### src/tdl_pkg.sv
package tdl_pkg;
  localparam int NODE_W = 10;
  localparam int MAX_NODES = 1024;
  localparam int LIFT_LEVELS = 10;
  localparam int LVL_W = 4;
  localparam int DEPTH_W = 11;
  localparam int DIST_W = 32;
  localparam int WEIGHT_W = 16;
  localparam logic [DEPTH_W-1:0] DEPTH_MAX = '1;
  localparam logic [DIST_W-1:0] DIST_MAX = '1;
  localparam logic [NODE_W-1:0] ROOT_RESET = NODE_W'(1);
  localparam logic [LVL_W-1:0] LAST_LVL = LVL_W'(LIFT_LEVELS - 1);
  localparam logic REQ_LOAD = 1'b0;
  localparam logic REQ_QUERY = 1'b1;
  localparam logic [1:0] REG_ROOT = 2'd0;

  typedef enum logic [4:0] {
    S_IDLE,
    S_LD_RD,
    S_LD_WR0,
    S_LD_RDA,
    S_LD_RDB,
    S_LD_WRI,
    S_Q_RD,
    S_Q_SW,
    S_Q_UPRD,
    S_Q_UPCK,
    S_Q_EQ,
    S_Q_BRD,
    S_Q_BCK,
    S_Q_FIN,
    S_Q_DST,
    S_Q_WT,
    S_OUT
  } state_t;

  // controller -> datapath commands
  typedef struct packed {
    logic       capture;   // latch input item
    logic       rd_ab;     // read depth/dist of a and b
    logic       ld_wr0;    // write depth, dist, level 0
    logic       rd_anc_a;  // read anc[a][lvl] (and anc[b][lvl])
    logic       rd_anc_x;  // read anc[x][lvl], x = fetched entry
    logic       ld_wri;    // write anc[v][lvl]
    logic       q_swap;    // order a/b by depth
    logic       up_chk;    // conditional lift of a
    logic       br_chk;    // conditional lift of both
    logic       fin;       // a = anc[a][0]
    logic       rd_dist_l; // read dist of lca
    logic       out_load;  // load output register
    logic [LVL_W-1:0] lvl;
  } cmd_t;

  typedef struct packed {
    logic skip_load; // loaded node is root
    logic a_eq_b;
  } sts_t;
endpackage

### src/tdl_ctrl.sv
module tdl_ctrl (
  input  logic            clk,
  input  logic            rst,
  input  logic            in_valid,
  output logic            in_ready,
  input  logic            req_type,
  input  logic            out_busy,
  input  tdl_pkg::sts_t   sts,
  output tdl_pkg::cmd_t   cmd
);
  import tdl_pkg::*;
  state_t state, state_next;
  logic [LVL_W-1:0] lvl, lvl_next;
  logic is_q, is_q_next;

  always_ff @(posedge clk) begin
    if (rst) begin
      state <= S_IDLE;
      lvl <= '0;
      is_q <= 1'b0;
    end else begin
      state <= state_next;
      lvl <= lvl_next;
      is_q <= is_q_next;
    end
  end

  always_comb begin
    state_next = state;
    lvl_next = lvl;
    is_q_next = is_q;
    cmd = '0;
    cmd.lvl = lvl;
    in_ready = 1'b0;
    case (state)
      S_IDLE: begin
        in_ready = 1'b1;
        if (in_valid) begin
          cmd.capture = 1'b1;
          is_q_next = (req_type == REQ_QUERY);
          state_next = S_LD_RD;
        end
      end
      S_LD_RD: begin
        cmd.rd_ab = 1'b1;
        state_next = is_q ? S_Q_SW : S_LD_WR0;
      end
      S_LD_WR0: begin
        if (sts.skip_load) state_next = S_IDLE;
        else begin
          cmd.ld_wr0 = 1'b1;
          lvl_next = LVL_W'(1);
          state_next = (LIFT_LEVELS > 1) ? S_LD_RDA : S_IDLE;
        end
      end
      S_LD_RDA: begin
        cmd.lvl = lvl - LVL_W'(1);
        cmd.rd_anc_a = 1'b1;
        state_next = S_LD_RDB;
      end
      S_LD_RDB: begin
        cmd.lvl = lvl - LVL_W'(1);
        cmd.rd_anc_x = 1'b1;
        state_next = S_LD_WRI;
      end
      S_LD_WRI: begin
        cmd.ld_wri = 1'b1;
        if (lvl == LAST_LVL) state_next = S_IDLE;
        else begin
          lvl_next = lvl + LVL_W'(1);
          state_next = S_LD_RDA;
        end
      end
      S_Q_SW: begin
        cmd.q_swap = 1'b1;
        lvl_next = LAST_LVL;
        state_next = S_Q_UPRD;
      end
      S_Q_UPRD: begin
        cmd.rd_anc_a = 1'b1;
        state_next = S_Q_RD;
      end
      S_Q_RD: begin
        cmd.rd_anc_x = 1'b1; // depth of the candidate
        state_next = S_Q_UPCK;
      end
      S_Q_UPCK: begin
        cmd.up_chk = 1'b1;
        if (lvl == '0) state_next = S_Q_EQ;
        else begin
          lvl_next = lvl - LVL_W'(1);
          state_next = S_Q_UPRD;
        end
      end
      S_Q_EQ: begin
        lvl_next = LAST_LVL;
        state_next = sts.a_eq_b ? S_Q_DST : S_Q_BRD;
      end
      S_Q_BRD: begin
        cmd.rd_anc_a = 1'b1;
        state_next = S_Q_BCK;
      end
      S_Q_BCK: begin
        cmd.br_chk = 1'b1;
        if (lvl == '0) state_next = S_Q_FIN;
        else begin
          lvl_next = lvl - LVL_W'(1);
          state_next = S_Q_BRD;
        end
      end
      S_Q_FIN: begin
        cmd.lvl = '0;
        cmd.rd_anc_a = 1'b1;
        cmd.fin = 1'b1;
        state_next = S_Q_DST;
      end
      S_Q_DST: begin
        cmd.rd_dist_l = 1'b1;
        state_next = S_Q_WT;
      end
      S_Q_WT: begin
        // lca distance lands in the datapath this cycle
        state_next = S_OUT;
      end
      S_OUT: begin
        if (!out_busy) begin
          cmd.out_load = 1'b1;
          state_next = S_IDLE;
        end
      end
      default: state_next = S_IDLE;
    endcase
  end
endmodule

### config.mk
export PLATFORM = sky130hd
export DESIGN_NAME = tdl_ctrl
export DESIGN_NICKNAME = d
export VERILOG_FILES = /design/src/tdl_pkg.sv /design/src/tdl_ctrl.sv
export SDC_FILE = /design/constraint.sdc
export NUM_CORES = 1
export LEC_CHECK = 0
export BUFFER_PORTS_ARGS = -buffer_cell sky130_fd_sc_hd__buf_2
export CORE_ASPECT_RATIO = 0.9
export CORE_UTILIZATION = 56
export CTS_CLUSTER_DIAMETER = 150
export DETAILED_ROUTE_END_ITERATION = 7
export PLACE_DENSITY = 0.91
export SYNTH_ARGS = -nofsm -noshare
export SYNTH_HDL_FRONTEND = slang
export SYNTH_SLANG_ARGS = --single-unit
### constraint.sdc
create_clock -name clk -period 3.3 [get_ports clk]
set_clock_uncertainty 0.2 [all_clocks]
set_input_delay 0.33 -clock clk [delete_from_list [all_inputs] [get_ports clk]]
set_output_delay 0.33 -clock clk [all_outputs]
set_load 0.01 [all_outputs]
==> metrics.md <==
| Metric | Value |
|---|---|
| Status | `completed` |
| Initial Util | `59.8%` |
| Post-synthesis register bit count | `10` |
| Hold Fails Final Rpt | `0` |
| I/O Buffers | `23` |
| Cells after synthesis | `137` |
| Design area | `0.00114 mm2` |
| Initial antenna violation count | `0` |
| Peak supply drop | `0.384 mV` |
| Post-synthesis sequential area ratio | `20.1%` |
| Clk_lat worst skew | `0.26 ns` |
| Share of Yosys cell area claimed by the top area cell type | `20.1%` |
| Die height | `42.0 um` |
| CP Max Fanout | `17` |
| Inserted Clock Buffers | `3` |
| Post-synth cell types | `44` |
| Final #Nets | `166` |
| Worst slew pin tran | `0.677 ns` |
| CTS tree | `built` |
| Post-route ant nets | `0` |
| N_diodes | `0` |
| CTS clock-pin slew for the worst setup and hold paths | `0.07 ns` |
| Layout cells sized above 1 | `20.8%` |
| Yosys top cell by area | `dfxtp_1` |
| Hold Worst Slack | `0.0987 ns` |
| Vias in the first global route | `935` |
| Synth warn | `0` |
| Clk root buf | `clkbuf_4` |
| Layout area overhead | `14.4%` |
| Leakage | `0.437 nW` |
| First-pass GRT wire length | `4280 um` |
| Die footprint | `0.00195 mm2` |
| Fin crit period | `2.72 ns` |
| Fin. max-slew vios | `0` |
| Ports | `24` |
| Drt via density | `6.22` |
| Crit end category | `output pin` |
| Pwr Density | `484 mW/mm2` |
| DR iter-0 viols | `40` |
| Placement Cell Area | `0.00110 mm2` |
| Critical Path RT | `2.77 ns` |
| Core Area | `0.00166 mm2` |
| CP Cell Sequence | `or3b_1 -> a211o_1 -> nor2b_1 -> o21ai_0 -> o31ai_1 -> buf_2` |
| Total GRT Usage | `29.2%` |
| Asr flop ratio synth | `0%` |
| Clock sink count | `10` |
| CP Data Arrival Time | `2.19 ns` |
| Final worst slack | `0.583 ns` |
| Pin count of the biggest net entering global routing | `23` |
| Syn avg cell area | `7.27 um2` |
| Startpoint Class | `flop` |
| Max stage delay on crit path | `0.47 ns` |
| Core Util, Final | `68.5%` |
| Clock Path Buffers | `2` |
| DRC violations left | `0` |
| Final setup viols | `0` |
| Routed wire length | `2530 um` |
| Slowest CP cell | `dfxtp_1` |
| Setup Fix Bufs, Post-CTS | `0` |
| Pre-Repair DR Iteration Count | `5` |
| Grt ovf | `0` |
| Netlist Area Pre-Place | `996 um2` |
| Period utilisation layout | `82.3%` |
| Total of max-cap violations | `0` |
| DIE WIDTH | `46.5 um` |
| H-tree level count | `1` |
| Syn Nets | `148` |
| Dpl ws | `0.885 ns` |
| F_max | `0.368 GHz` |
| DP Wirelength | `1900 um` |
| Top_reg_cell synth | `dfxtp_1` |
| Final Wtd Congestion | `0.881` |
| Rows | `14` |
| Post-Route Setup TNS | `0 ns` |
| Hold Buf Count CTS | `0` |
| DR vias | `1107` |
| Synth area leaders | `dfxtp_1 20%, o21ai_0 6.0%, nand3b_1 5.3%, nor2_1 5.3%, ha_1 5.0%` |
| Number of synthesized flops with an enable pin | `0` |
| Worst Hold Class | `in -> reg` |
| Max transition margin | `54.8%` |
| PostCTS Resize Cnt | `0` |
| Crit Path Category | `reg -> out` |
| RSZ-0062 raised after global routing | `no` |
| Wirelength per Cell | `14.2 um` |
==> kinds of logic after synthesis <==
family                     after synthesis  share of synthesized area [%]
buffers and inverters                   18                           7.16
adders and majority gates                4                           5.03
and+or+nand+nor                         58                           32.8
DFF                                     10                           20.1
muxes                                    3                           3.02
xor gates and xnor gates                 1                          0.880
AOI/OAI and AO/OA                       43                           31.0
==> power by group <==
group | switching, W | internal (W) | total [W]
sequential | 0.0000405 | 0.000137 | 0.000178
combinational | 0.000157 | 0.000106 | 0.000263
clock | 0.0000435 | 0.0000669 | 0.000110
==> flip-flops by register name (all words and copies together), names as in the netlist <==
name and flops:
lvl 4, is_q 1, state 5
==> per-layer routing <==
metal / vias to the layer above / GRT usage [%] / routed length [um]
li1: 546 / - / -
met5: - / 0 / 0
met2: 31 / 45.6 / 1320
met3: 0 / 4.31 / 128
met1: 530 / 43.8 / 1090
met4: 0 / 2.35 / 0
==> synth_stat cells (all sizes together), types with 2 or more instances <==
cell type	number
ha	4
and2	2
or3b	3
nor2	15
buf	4
a311oi	3
clkbuf	7
nand2	7
nand3	3
nor2b	2
o21ai	12
mux2i	3
dfxtp	10
and3	2
inv	6
nand3b	7
a31oi	4
nand2b	3
nor3	9
a211oi	2
a21oi	8
o31ai	2
or3	2
==> critical path: cells and delay by family (launching register included) <==
family	cells	cell delay, ns
AOI/OAI and AO/OA	3	0.68
and+or+nand+nor	2	0.63
DFF	1	0.47
buffers and inverters	1	0.15
==> worst paths after layout <==
path                  to      from  cells after the start  slack (ns)
setup / recovery  cmd[3]  state[1]                      6        0.58
hold / removal      is_q  req_type                      3         0.1
setup reg to reg  lvl[3]  state[1]                      5        0.95
hold reg to reg     is_q      is_q                      2        0.30
==> layout make-up <==
type / instances / area [um2]
multi-input combinational: 109 / 724
tap: 24 / 30.0
clock buffer: 4 / 36.3
fill: 143 / 524
timing repair buffer: 24 / 123
sequential: 10 / 200
inverter: 7 / 26.3
==> metrics by stage <==
step / cells / power [W]
global route: 178 / 0.000596
floorplan: 137 / 0.000370
detailed placement: 174 / 0.000440
finish: 178 / 0.000552
global placement: 174 / 0.000428
CTS: 178 / 0.000549
==> layout by cell type (no fill, tap or decap), drive strengths merged, types with 2 or more instances in the layout <==
cell	Yosys	routed
o21ai	12	12
and2	2	2
nand2	7	7
inv	6	6
nand2b	3	3
nor3	9	9
clkbuf	7	4
nand3	3	3
a311oi	3	3
dfxtp	10	10
a21oi	8	8
nor2b	2	2
a31oi	4	4
ha	4	4
o31ai	2	2
or3b	3	3
nor2	15	15
mux2i	3	3
or3	2	2
a211oi	2	2
nand3b	7	7
buf	4	24
and3	2	2
Power figures use the tool's default switching activity.
